==> src/hw/rtl/gdfw_ram.sv <==
`timescale 1ns / 1ps
`default_nettype none

// Simple dual-port synchronous RAM, one write and one registered read port.
module gdfw_ram #(
  parameter int DEPTH = 256,
  parameter int DW    = 8,
  localparam int AW   = (DEPTH > 1) ? $clog2(DEPTH) : 1
) (
  input  wire logic          clk,
  input  wire logic          we,
  input  wire logic [AW-1:0] waddr,
  input  wire logic [DW-1:0] wdata,
  input  wire logic          re,
  input  wire logic [AW-1:0] raddr,
  output logic      [DW-1:0] rdata
);

  logic [DW-1:0] mem [DEPTH];

  always_ff @(posedge clk) begin
    if (we) begin
      mem[waddr] <= wdata;
    end
  end

  always_ff @(posedge clk) begin
    if (re) begin
      rdata <= mem[raddr];
    end
  end

endmodule

`default_nettype wire

==> config.mk <==
export PLATFORM = sky130hd
export DESIGN_NAME = gdfw_ram
export DESIGN_NICKNAME = d
export VERILOG_FILES = /design/src/hw/rtl/gdfw_ram.sv
export SDC_FILE = /design/constraint.sdc
export NUM_CORES = 2
export LEC_CHECK = 0
export BUFFER_PORTS_ARGS = -buffer_cell sky130_fd_sc_hd__buf_2
export CORE_MARGIN = 2
export CORE_UTILIZATION = 55
export CTS_BUF_LIST = sky130_fd_sc_hd__clkbuf_8 sky130_fd_sc_hd__clkbuf_16
export DETAILED_ROUTE_END_ITERATION = 6
export HOLD_SLACK_MARGIN = 0.02
export MAX_ROUTING_LAYER = met4
export PLACE_DENSITY = 0.71
export SETUP_SLACK_MARGIN = 0.2
export SYNTH_ARGS = -nofsm -noshare
export SYNTH_HDL_FRONTEND = slang
export SYNTH_SLANG_ARGS = --single-unit
export TNS_END_PERCENT = 5
==> constraint.sdc <==
create_clock -name clk -period 8.95 [get_ports clk]
set_input_delay 2.685 -clock clk [delete_from_list [all_inputs] [get_ports clk]]
set_output_delay 2.685 -clock clk [all_outputs]
set_load 0.05 [all_outputs]
* Yosys cells after proc, flatten, opt, wreduce, memory -nomap -nowiden
Memories as Yosys holds them, arrays and structs flattened. A register that Yosys moved wholly into a read port is not among the register bits.
Cells that the tools add are included.
** Operators by class
- Muxes and demuxes :: 2
** Operator list (count)
- two-way mux 1 bit :: 2
** Word-level totals
- RAM bits :: 2048
- Word-level logic and storage cells :: 3
- Bits in registers :: 0
- Output and inout port bits :: 8
- Memories :: 1
** Memory list
- mem :: words 256, bits a word 8, rd ports 1, clocked after memory_dff 1, write ports 1, RTL line 19 : logic [DW-1:0] mem [DEPTH];

* Depth between registers and ports, before layout
- Depth after elaboration :: 2
- Mapped depth :: 11

* Least setup slack after synthesis
No wires, ideal clock.
- Path kind :: input port to flip-flop
- From :: in raddr[0]
- To :: reg rdata[2], read port of mem (data pin)
- Setup time :: 0.269 ns
- Arrival time :: 4.492 ns
- Path slack :: 4.189 ns
- Stages :: 9
- Cells stage by stage :: buf_6 buf_12 buf_8 buf_2 mux4_2 a22oi_1 a21oi_1 nor4_1 nor4_2
** RTL lines
- start, declared :: RTL line 15 : input wire logic [AW-1:0] raddr,
- end, declared :: RTL line 16 : output logic [DW-1:0] rdata

==> results.ini <==
[clock_network]
cts_hold_buf=0
cts_tree=done
cts_inserted_buffers=195
clk_transition_reported_paths_ns=0.07
postCtsSetupRepairBufs=0
clkLatencyLatePin_ns=0.84
cts.htree.levels=4
clkSinkCount=2056
clockRootBuffer=clkbuf_16
cts_resized=0
clockBufferDepth=3

[synth]
synth_enable_flop_cells=2056
ys_ff_latch=2056
synth_cell_types=54
syn-num-nets=3760
yosysWarnings=0
synth_area_um2=79600
syn_area_per_cell_um2=21.3
ys.flop_type=edfxtp_1
synthArstFlopShare=0
netlist_instances=3733
ys_seq_area_frac=0.775

[power]
clkPwrFrac=0.410
power_switching_w=0.00416
powerDensity_nw_per_um2=223
power_frac_comb=0.048
p_sw_frac=0.212
p_leak_nw=27.1
internal-power_w=0.0155
power_frac_seq=0.542
peakVddDrop_v=0.000182
total_power_w=0.0196

[setup_path]
cp_slowest_cell=nor4_1
path_class=in -> reg
path_common_cell=nor4_1
cp_max_fo=103
setup.worst_path.end_class=flip-flop
startpoint_type=primary input
cpPeakStageDelay_ns=1.19
arrival_ns=6.58
required_ns=9.48
cp_cell_sequence=buf_8, buf_12, nand3b_1, o22ai_1, o21ai_0, nand3_1, nor4_1, nor4_1

[detailed_routing]
met3_length_um=21800
num_vias=39000
wl_met2_um=90600
drc_errors=4
drtAntennaViolNets=0
top_layer_used=met4
routed_via_density=6.63
drtPass1Iterations=7
wl_um=193000
wl_per_cell_um=32.7
met1_length_um=73500
drt_first_iter_violations=5747

[place]
place_area_um2=81600
hpwl_um=115000
gp_congestion=0.895
dp_worst_setup_slack_ns=1.94
io_buffers=34

[floorplanning]
dieArea_um2=148000
boundaryPins=35
die_y_um=385
start_util=0.554
core_um2=144000
rows=139
die_x_um=385

[layout]
layout_commonest_cell=edfxtp_1
fillers=9794
areaGrowthSynthToFinish_pct=10.4
layout_common_cells=edfxtp_1, mux4_2, nor2_1
layout-drive-gt1-share=0.214
fin_area_um2=87900
fin_nets=3837

[global_routing]
grt_use_total=0.272
grt.overflow.total=0
antenna_found_initial=16
grt_max_degree=189
grt_pass1_vias=38800
grt_first_pass_wirelength_um=277000

[status]
status=complete, but fails checks
violations=design-rule violations

[sta]
finalSetupTns_ns=0
drv_slew=0
slew_headroom=0.0775
holdWs_ns=1.11
post-route-min-period_ns=6.05
tightestPinTransition_ns=1.37
setup_slack_ns=2.90
grt_setup_unrepaired=false
hold_viol=0
fmax_ghz=0.165
finClkSkew_ns=0.0370
fin_crit_sh=0.676
setup_viol=0

[job]
maxCapViolations=0

[hold_path]
hold_path_class=reg -> reg

==> flip-flops by register name (all words and copies together) (netlist names) <==
signal / flops
mem: 2048
rdata: 8
==> final timing paths <==
kind         startpoint       end  slack (ns)  cells past startpoint
max            raddr[1]  rdata[7]        2.90                      8
max reg2reg  mem[64][0]  rdata[0]        5.81                      5
min reg2reg  mem[32][5]  rdata[5]        1.11                      6
min          mem[32][5]  rdata[5]        1.11                      6
==> layer usage <==
metal,vias up,track usage
li1,15900,-
met1,20500,0.377
met2,2284,0.402
met3,429,0.0664
met4,0,0.0894
met5,-,-
==> critical path, delay by kind of cell <==
kind / cells / cell delay (ns)
AO/OA/AOI/OAI: 2 / 0.45
AND/OR/NAND/NOR: 4 / 2.18
buffers and inverters: 2 / 1.04
==> logic make-up (layout without fill, tap and decap cells) <==
family / after synthesis / after routing / synth area share
other: 0 / 10 / 0
multiplexers: 591 / 591 / 0.146
AO/OA/AOI/OAI: 385 / 385 / 0.0342
AND/OR/NAND/NOR: 466 / 466 / 0.0263
flip-flops: 2056 / 2056 / 0.775
buffers and inverters: 235 / 474 / 0.0183
==> stage by stage <==
| stage | cells | util |
|---|---|---|
| 3_3_place_gp | 5514 | 0.568 |
| 2_1_floorplan | 3733 | - |
| 3_5_place_dp | 5515 | 0.568 |
| 6_report | 5885 | 0.612 |
| 4_1_cts | 5874 | 0.612 |
| 5_1_grt | 5883 | 0.612 |
==> power groups by stage <==
| stage | registers (W) | logic, W | clock network (W) |
|---|---|---|---|
| floorplan | 0.0108 | 0.000516 | 0 |
| global placement | 0.0108 | 0.000912 | 0 |
| detailed placement | 0.0108 | 0.000928 | 0 |
| CTS | 0.0106 | 0.000930 | 0.00811 |
| global route | 0.0106 | 0.000980 | 0.00847 |
| finish | 0.0106 | 0.000936 | 0.00805 |
==> Yosys cell counts (all sizes together) (4+ instances only) <==
cell / count / area, µm²
edfxtp: 2056 / 61700
mux4: 456 / 10300
nor2: 282 / 1060
mux2i: 134 / 1340
a22oi: 133 / 998
buf: 122 / 1030
clkbuf: 111 / 417
a21oi: 96 / 480
o221ai: 47 / 418
nand3: 34 / 170
nand2: 33 / 124
nor2b: 31 / 194
o22ai: 28 / 175
nor4: 27 / 188
nor3: 22 / 110
a211oi: 16 / 120
a221oi: 14 / 129
o21ai: 12 / 60.1
nand4: 10 / 62.6
o211ai: 10 / 75.1
a22o: 8 / 70.1
nand2b: 8 / 50.1
and2: 6 / 37.5
a2111oi: 5 / 52.6
o22a: 5 / 43.8
o32ai: 5 / 51.3
or2: 4 / 25.0
==> layout make-up <==
class / instances / area (µm²) / area share
Inverter: 2 / 7.51 / 0.0000854
Sequential cell: 2056 / 61700 / 0.702
Antenna cell: 10 / 25.0 / 0.000285
Timing Repair Buffer: 113 / 1020 / 0.0116
Multi-Input combinational cell: 1442 / 16500 / 0.188
Clock inverter: 159 / 1220 / 0.0139
Tap cell: 1903 / 2380 / 0.0271
Clock buffer: 200 / 5000 / 0.0569
Power figures use the tool's default switching activity.
