<file path="config.mk">
export PLATFORM = sky130hd
export DESIGN_NAME = gdfw_head_table
export DESIGN_NICKNAME = d
export VERILOG_FILES = /design/src/hw/rtl/gdfw_pkg.sv /design/src/hw/rtl/gdfw_head_table.sv
export SDC_FILE = /design/constraint.sdc
export NUM_CORES = 1
export LEC_CHECK = 0
export BUFFER_PORTS_ARGS = -buffer_cell sky130_fd_sc_hd__clkbuf_2
export CORE_AREA = 2 2 217 219
export CTS_CLUSTER_DIAMETER = 200
export DETAILED_ROUTE_END_ITERATION = 6
export DIE_AREA = 0 0 219 221
export PLACE_DENSITY = 0.73
export SYNTH_ARGS = -nofsm -noshare
export SYNTH_HDL_FRONTEND = slang
export SYNTH_SLANG_ARGS = --single-unit
</file>
<file path="constraint.sdc">
create_clock -name clk -period 2.9 [get_ports clk]
set_input_delay 0.58 -clock clk [delete_from_list [all_inputs] [get_ports clk]]
set_output_delay 0.58 -clock clk [all_outputs]
set_load 0.05 [all_outputs]
</file>
<file path="src/hw/rtl/gdfw_pkg.sv">
`timescale 1ns / 1ps
`default_nettype none

package gdfw_pkg;

  // Fixed field widths of the stream and configuration ports.
  localparam int CMD_W   = 2;
  localparam int VTX_W   = 6;
  localparam int CNT_W   = 7;
  localparam int SDATA_W = 16;
  localparam int MDATA_W = 8;

  localparam logic [CNT_W-1:0] COUNT_RESET = 7'd64;

  typedef enum logic [CMD_W-1:0] {
    CMD_ADD   = 2'd0,
    CMD_WALK  = 2'd1,
    CMD_CLEAR = 2'd2
  } cmd_t;

  typedef enum logic [3:0] {
    ST_IDLE,
    ST_ADD_A,
    ST_ADD_B,
    ST_ERR,
    ST_POP,
    ST_POP_WAIT,
    ST_HEAD,
    ST_NODE,
    ST_FLUSH
  } state_t;

  // Control of the list head table.
  typedef struct packed {
    logic rd;
    logic wr;
    logic clr;
  } head_ctl_t;

endpackage

`default_nettype wire

</file>
<file path="src/hw/rtl/gdfw_head_table.sv">
`timescale 1ns / 1ps
`default_nettype none

// List head memory with one valid bit per vertex; an entry that is not valid
// reads as the null link. Clearing drops all valid bits at once.
module gdfw_head_table
  import gdfw_pkg::*;
#(
  parameter int VERTS  = 64,
  parameter int LINK_W = 9,
  localparam int VW    = $clog2(VERTS)
) (
  input  wire logic              clk,
  input  wire logic              rst,
  input  wire head_ctl_t         ctl,
  input  wire logic [VW-1:0]     raddr,
  input  wire logic [VW-1:0]     waddr,
  input  wire logic [LINK_W-1:0] wdata,
  input  wire logic [LINK_W-1:0] null_link,
  output logic      [LINK_W-1:0] link
);

  logic [LINK_W-1:0] mem [VERTS];
  logic [VERTS-1:0]  valid;
  logic [LINK_W-1:0] rdata;
  logic              rvalid;

  always_ff @(posedge clk) begin
    if (ctl.wr) begin
      mem[waddr] <= wdata;
    end
    if (ctl.rd) begin
      rdata <= mem[raddr];
    end
  end

  always_ff @(posedge clk) begin
    if (rst || ctl.clr) begin
      valid <= '0;
    end else if (ctl.wr) begin
      valid[waddr] <= 1'b1;
    end
  end

  always_ff @(posedge clk) begin
    if (rst) begin
      rvalid <= 1'b0;
    end else if (ctl.rd) begin
      rvalid <= valid[raddr];
    end
  end

  assign link = rvalid ? rdata : null_link;

endmodule

`default_nettype wire

</file>
[Word-level counts from Yosys, hierarchy flattened]
Memory sizes are Yosys's and may differ from the RTL's. A register that Yosys moved wholly into a read port is not among the register bits.
Cells that the tools add are included.
Storage, ports and cells
  bits in registers: 65
  bits in writable memories: 576
  input port bits: 35
  logic and storage cells: 16
  memories kept: 1
Memory list
  mem: depth 64, bits a word 9, read ports 1, clocked after memory_dff 1, wr ports 1, RTL line gdfw_head_table.sv:23  | logic [LINK_W-1:0] mem [VERTS];
Operators by class
  $lt $le $gt $ge: 3
  mux-type cells: 7
  bitwise operators: 1
  reduce and logical (&&, ||, !) cells: 2
Operator list (count)
  $or 64x64->64: 1
  $lt 6x7->1 const B: 2
  $mux 9: 1
  $bmux 1 s6: 1
  $demux 1 s6: 1
  $ge 6x1->1 const B: 1
  $mux 1: 4
  $logic_and 1x1->1: 1
  $logic_or 1x1->1: 1

[Logic depth before layout (Yosys ltp)]
Gate-level depths: netlist of the first run.
  depth after elaboration: 5
  gate-level depth with buffers: 9
  gate-level depth less buffers: 5

[Worst setup path before layout of the first run]
Ideal clock, no wire load.
  kind: input to register
  start point: in raddr[1]
  end point: reg rdata[0] (read register of mem), data pin
  setup time: 0.272 ns
  data arrival time: 2.508 ns
  required time: 2.628 ns
  setup slack: 0.120 ns
  stages: 6
  path buffers: 3
  cells stage by stage: clkbuf_1 -> buf_2 -> buf_1 -> mux4_2 -> mux4_2 -> mux4_2
RTL lines
  start, declared: RTL line gdfw_head_table.sv:16  | input wire logic [VW-1:0] raddr,
  end, declared: RTL line gdfw_head_table.sv:25  | logic [LINK_W-1:0] rdata;

==> flow_summary.yaml, run 1 <==
run_status:
  status: "finished, final reports clean"
global_routing:
  antenna_found_initial: 1
  grt_pass1_wl_mm: 82.2
  grt_pass1_vias: 12200
  grt_overflow: 0
  grt_max_degree: 65
  gr-usage-all-layers_pct: 23.6
timing:
  fin_crit_ns: 2.43
  relSlewSlack_pct: 17.4
  rsz0062_at_grt: "false"
  worst_pin_slew_ns: 1.24
  whs_ns: 0.205
  max_freq_ghz: 0.411
  fin_ws_ns: 0.467
  maxSlewViolCount: 0
  setup_viol: 0
  skew_ns: 0.0243
  period_share_pct: 83.9
  hold_viol_final: 0
layout:
  layout_commonest_cell: "edfxtp_1"
  num-nets-final: 1334
  drive_above_1_share_pct: 34.2
  final_cell_mix: "585 x edfxtp_1, 194 x mux4_2, 99 x buf_4"
  syn_to_final_growth_pct: 14.7
  postLayoutCoreUtil_pct: 62.3
synth:
  synth-edff-count: 585
  ys_seq_area_share_pct: 75.5
  async_reset_ff_share_pct: 0
  yosys.area.top_type: "edfxtp_1"
  avgSynthCellArea_um2: 21.9
  ys.flop_type: "edfxtp_1"
  synth_nets: 1176
  yosys.cell_types.count: 28
  syn_area_um2: 25000
  synth_warnings: 0
  netlist_instances: 1141
  ys_seq_elements: 650
  synthTopCellsByArea: "edfxtp_1 70%, mux4_2 17%, dfxtp_1 5.2%"
  synth_top_area_share_pct: 70.3
place:
  gp_congestion: 0.825
  io_buffers: 43
  place_hpwl_mm: 34.9
  pre_cts_ws_ns: -0.198
setup_path:
  cp.required_ns: 3.26
  regToRegSetupSlack_ns: 0.69
  arrival_ns: 2.80
  crit_chain: "buf_8 -> buf_12 -> buf_12 -> mux4_2 -> mux4_2 -> mux2i_1 -> o21ai_1"
  cp-end-kind: "flop"
  worst_setup_path_start_kind: "input pin"
  crit_path_top_delay_cell: "mux4_2"
  worstSetupPathType: "in -> reg"
  crit_path_max_incr_delay_ns: 0.54
  cp_max_fo: 17
power:
  vdd_ir_drop_max_mv: 0.471
  powerDensity_nw_per_um2: 660
  cellLeakagePower_nw: 9.29
drt:
  via_count: 12200
  routed_via_density: 6.23
  wl_mm: 55.3
  drtPass1Iterations: 5
  routedWlPerCell_um: 28.3
  first_iter_violations: 1538
  drc: 0
  antenna_left: 0
die:
  pin_count: 44
  rows: 79
  coreArea_um2: 46100
  initial_utilization_pct: 54.3
  die_h_um: 221
  die_w_um: 219
  dieArea_um2: 48400
worst_hold_path:
  hp-class: "in -> reg"
clock_tree:
  path_clk_slew_ns: 0.06
  cts_sinks: 650
  max-clock-path-buffers: 3
  post-cts-setup-buffer-count: 0
  insertion_delay_ns: 0.62
  cts_tree: "built"
  numCtsBuffers: 61
  cts-root-buf: "clkbuf_16"
  htreeDepth: 2
  post_cts_resized: 0
  holdBufCountCts: 0
flow_run:
  cap_viol_max_count: 0
## through the flow
step / setup TNS [ns] / total power [mW] / area [um2] / instances
final: 0 / 18.9 / 28700 / 1957
after global routing: 0 / 19.5 / 28700 / 1956
after CTS: 0 / 19.0 / 28700 / 1956
after detailed placement: -0.508 / 11.6 / 26800 / 1843
after global placement: -0.381 / 11.5 / 26800 / 1843
after floorplan: 0 / 11.1 / 25000 / 1141
## cells in the mapped netlist (9+ instances only)
master    instances
edfxtp_1        585
mux4_2          194
nor2_1           66
dfxtp_1          65
o21a_1           64
clkbuf_1         30
mux2_2           24
buf_2            17
nand2_1          15
buf_1             9
nand3_1           9
## layout make-up
class,instances,area [um2]
antenna,1,2.50
clock buffer,84,1720
clock inverter,29,186
fill,3157,17400
inverter,2,7.51
multi-input combinational,426,5830
sequential,650,18900
tap,607,759
timing repair buffer,158,1310
## where the power goes
part           switching (mW)  internal (mW)
registers              0.0244           10.3
logic                   0.604          0.445
clock network            3.28           4.29
total                    3.91           15.0
## state kept, by name, indices dropped and copies added (netlist names)
name and flops:
mem 576, valid 64, rdata 9, rvalid 1
## path summary, 6_finish.rpt
path,from,to,cells past startpoint
worst min-delay path,rst,rvalid,2
worst max register to register,mem[19][7],rdata[7],4
worst max-delay path,raddr[0],rdata[7],7
worst min register to register,valid[44],valid[44],1
## per-layer routing
layer	global-route usage [%]	wire length, um	share of wire [%]	vias to the layer above
li1	-	-	-	5095
met1	35.8	22900	41	6477
met2	36.9	27000	49	561
met3	4.44	4610	8.3	58
met4	4.36	794	1.4	2
met5	0	13	0.024	-
## cell families after synthesis
| logic type | Yosys count | share of synthesized area [%] |
|---|---|---|
| and+or+nand+nor | 118 | 2.07 |
| buffers and inverters | 65 | 1.24 |
| DFF | 650 | 75.5 |
| muxes | 225 | 18.8 |
| AOI/OAI and AO/OA | 83 | 2.38 |
## worst max-delay path, delay by kind of cell
family	cells	cell delay (ns)
mux	3	1.46
compound gates	1	0.12
buf+inv	3	0.59
Power figures use the tool's default switching activity.
==> inputs of run 2 (changes only) <==
--- a/config.mk
+++ b/config.mk
@@ -5,11 +5,12 @@
 export SDC_FILE = /design/constraint.sdc
 export NUM_CORES = 1
 export LEC_CHECK = 0
+export ABC_AREA = 1
 export BUFFER_PORTS_ARGS = -buffer_cell sky130_fd_sc_hd__clkbuf_2
-export CORE_AREA = 2 2 217 219
+export CORE_AREA = 2 2 221 223
 export CTS_CLUSTER_DIAMETER = 200
 export DETAILED_ROUTE_END_ITERATION = 6
-export DIE_AREA = 0 0 219 221
+export DIE_AREA = 0 0 223 225
 export PLACE_DENSITY = 0.73
 export SYNTH_ARGS = -nofsm -noshare
 export SYNTH_HDL_FRONTEND = slang
==> constraint.sdc (replaced) <==
create_clock -name clk -period 2.1 [get_ports clk]
set_input_delay 0.42 -clock clk [delete_from_list [all_inputs] [get_ports clk]]
set_output_delay 0.42 -clock clk [all_outputs]
set_load 0.05 [all_outputs]
==> run 2 against run 1 <==
The flow now finishes with violations (design-rule violations). Flip-flop and latch count stayed put. Non-clock buffer count grew 21. Cell count up 56%. Critical path depth fell by 3. Sequential power increased by 38%. Power up 48%. Critical path type is now reg -> out.
==> flow_summary.yaml, run 2 <==
synth:
  ys_seq_area_share_pct: 72.5
  synth_top_area_share_pct: 67.5
  muxShareOfSynthArea_pct: 0
  synth_top_family_by_area: "simple AND/OR/NAND/NOR gates"
  synthTopCellsByArea: "edfxtp_1 68%, nor2_1 7.1%, nand2_1 5.8%"
  synth-edff-count: 585
  synth_compound_area_share_pct: 9.00
  synthSimpleGateAreaFrac_pct: 15.3
  synth_fa_ha_area_share_pct: 0
  post-synth-top-count-cell: "edfxtp_1"
  avgSynthCellArea_um2: 11.4
  synth_xor_xnor_area_share_pct: 0
  netlist_instances: 2282
  synth_warnings: 0
  synth_common_cells: "585 x edfxtp_1, 492 x nor2_1, 399 x nand2_1, 279 x o21ai_0, 144 x o22ai_1"
  ys_seq_elements: 650
  yosys.cell_types.count: 18
  ys.flop_type: "edfxtp_1"
  syn_area_um2: 26000
  async_reset_ff_share_pct: 0
  yosys.area.top_type: "edfxtp_1"
  synth_nets: 2317
clock_tree:
  cts_sinks: 650
  post-cts-setup-buffer-count: 0
  htreeDepth: 3
  path_clk_slew_ns: 0.06
  cts_tree: "built"
  numCtsBuffers: 67
  cts-root-buf: "clkbuf_16"
  max-clock-path-buffers: 3
  insertion_delay_ns: 0.59
drt:
  first_iter_violations: 2276
  routed_via_density: 5.93
  drc: 2
  drtPass1Iterations: 7
  routedWlPerCell_um: 21.5
  via_count: 18100
  antenna_left: 0
  wl_mm: 65.7
flow_run:
  cap_viol_max_count: 0
layout:
  layout_commonest_cell: "edfxtp_1"
  fill_cells: 3527
  regMostFlops: "mem"
  num-nets-final: 2422
  multi_input_area_um2: 6330
  syn_to_final_growth_pct: 15.5
  drive_above_1_share_pct: 11.6
  seq_area_um2: 18900
  final_cell_mix: "585 x edfxtp_1, 492 x nor2_1, 399 x nand2_1"
  top_regs: "mem: 576 flops, valid: 64 flops, rdata: 9 flops"
  largest_register_ffs: 576
  instances_no_fill: 3056
setup_path:
  cp-end-kind: "output pin"
  ff2ff_path_depth: 8
  crit_chain: "clkinv_2 -> nand2_1 -> nand2_1 -> clkbuf_2"
  worstSetupPathType: "reg -> out"
  path_buf_inv: 2
  worst_setup_path_start_kind: "flop"
  r2r-end: "rdata[6]"
  cpLargestDelayFamily: "flip-flops"
  regToRegSetupSlack_ns: 0.53
  crit_cells: 4
  crit_end: "link[8]"
  critPathLaunch: "rvalid"
  cp_max_fo: 11
  timing.rr.start: "mem[10][6]"
  cp_common_cell: "nand2_1"
  crit_path_max_incr_delay_ns: 0.42
  crit_path_top_delay_cell: "dfxtp_4"
  arrival_ns: 1.53
  cp.required_ns: 1.68
timing:
  whs_ns: 0.241
  period_share_pct: 92.7
  worst_pin_slew_ns: 0.758
  fin_setup_tns_ns: 0
  relSlewSlack_pct: 49.5
  max_freq_ghz: 0.514
  rsz0062_at_grt: "false"
  setup_viol: 0
  maxSlewViolCount: 0
  fin_ws_ns: 0.154
  skew_ns: 0.0189
  hold_viol_final: 0
  fin_crit_ns: 1.95
die:
  die_h_um: 225
  rows: 80
  dieArea_um2: 50200
  die_w_um: 223
  coreArea_um2: 47500
  initial_utilization_pct: 54.7
  pin_count: 44
run_status:
  failed_checks: "design-rule violations"
  status: "finished with violations"
global_routing:
  antenna_found_initial: 1
  grt_max_degree: 86
  gr-usage-all-layers_pct: 26.5
  grt_pass1_vias: 17500
  grt_overflow: 0
  grt_pass1_wl_mm: 100
power:
  vdd_ir_drop_max_mv: 0.578
  cellLeakagePower_nw: 10.5
  powerDensity_nw_per_um2: 935
place:
  place_hpwl_mm: 38.0
  io_buffers: 43
  dp_cells: 2933
  gp_congestion: 0.869
  pre_cts_ws_ns: -0.0614
worst_hold_path:
  hp-class: "in -> reg"
## run 2: worst min-delay path by stage
stage,from,end,slack (ns),cells past startpoint
final,rst,rvalid,0.24,4
after global routing,rst,rvalid,0.26,4
after CTS,rst,rvalid,0.21,4
after detailed placement,valid[51],valid[51],0.46,2
after global placement,valid[53],valid[53],0.45,2
after floorplan,valid[11],valid[11],0.44,2
## run 2: repair_timing
| item | 4_1_cts | 5_1_grt |
|---|---|---|
| gates resized for setup | 2 | 1 |
| setup endpoints to repair | 9 | 1 |
| hold buffers | 0 | 0 |
## run 2: cells by family after synthesis
family	count (synthesis)
buffers and inverters	181
and+or+nand+nor	1019
DFF	650
AOI/OAI and AO/OA	432
## run 2: stage by stage
| step | cell area, um2 | util (%) | total power, mW |
|---|---|---|---|
| floorplan | 26000 | - | 15.5 |
| global placement | 27800 | 58.5 | 16.3 |
| detailed placement | 27800 | 58.5 | 16.3 |
| CTS | 30000 | 63.2 | 28.2 |
| global route | 30000 | 63.2 | 28.8 |
| finish | 30100 | 63.2 | 28.1 |
## run 2: power breakdown
group	internal [mW]	switching (mW)
Sequential	14.2	0.0338
Combinational	0.545	1.32
Clock	7.24	4.78
Total	22.0	6.13
## run 2: worst reg2reg max path, stage by stage (launching register included)
cell and delay, ns:
edfxtp_1 0.36, o21ai_0 0.18, o22ai_1 0.11, nand2_1 0.08, nand2_1 0.10, nand2_1 0.08, nand3_1 0.17, nand3_1 0.18
nand2_1 0.08
## run 2: cell type report
type	instances	area share, %
Antenna cell	1	0.00833
Timing Repair Buffer	179	5.61
Multi-Input combinational cell	1451	21.1
Clock inverter	25	0.916
Tap cell	615	2.56
Inverter	38	0.512
Clock buffer	97	6.54
Sequential cell	650	62.8
## run 2: routing by layer
layer / up-vias / share of wire (%) / track usage (%) / routed length [um]
met2: 916 / 47 / 43.0 / 30900
met5: - / 0.020 / 0 / 13
met3: 149 / 10 / 5.14 / 6590
met4: 2 / 3.1 / 10.2 / 2070
li1: 8254 / - / - / -
met1: 8808 / 40 / 35.8 / 26200
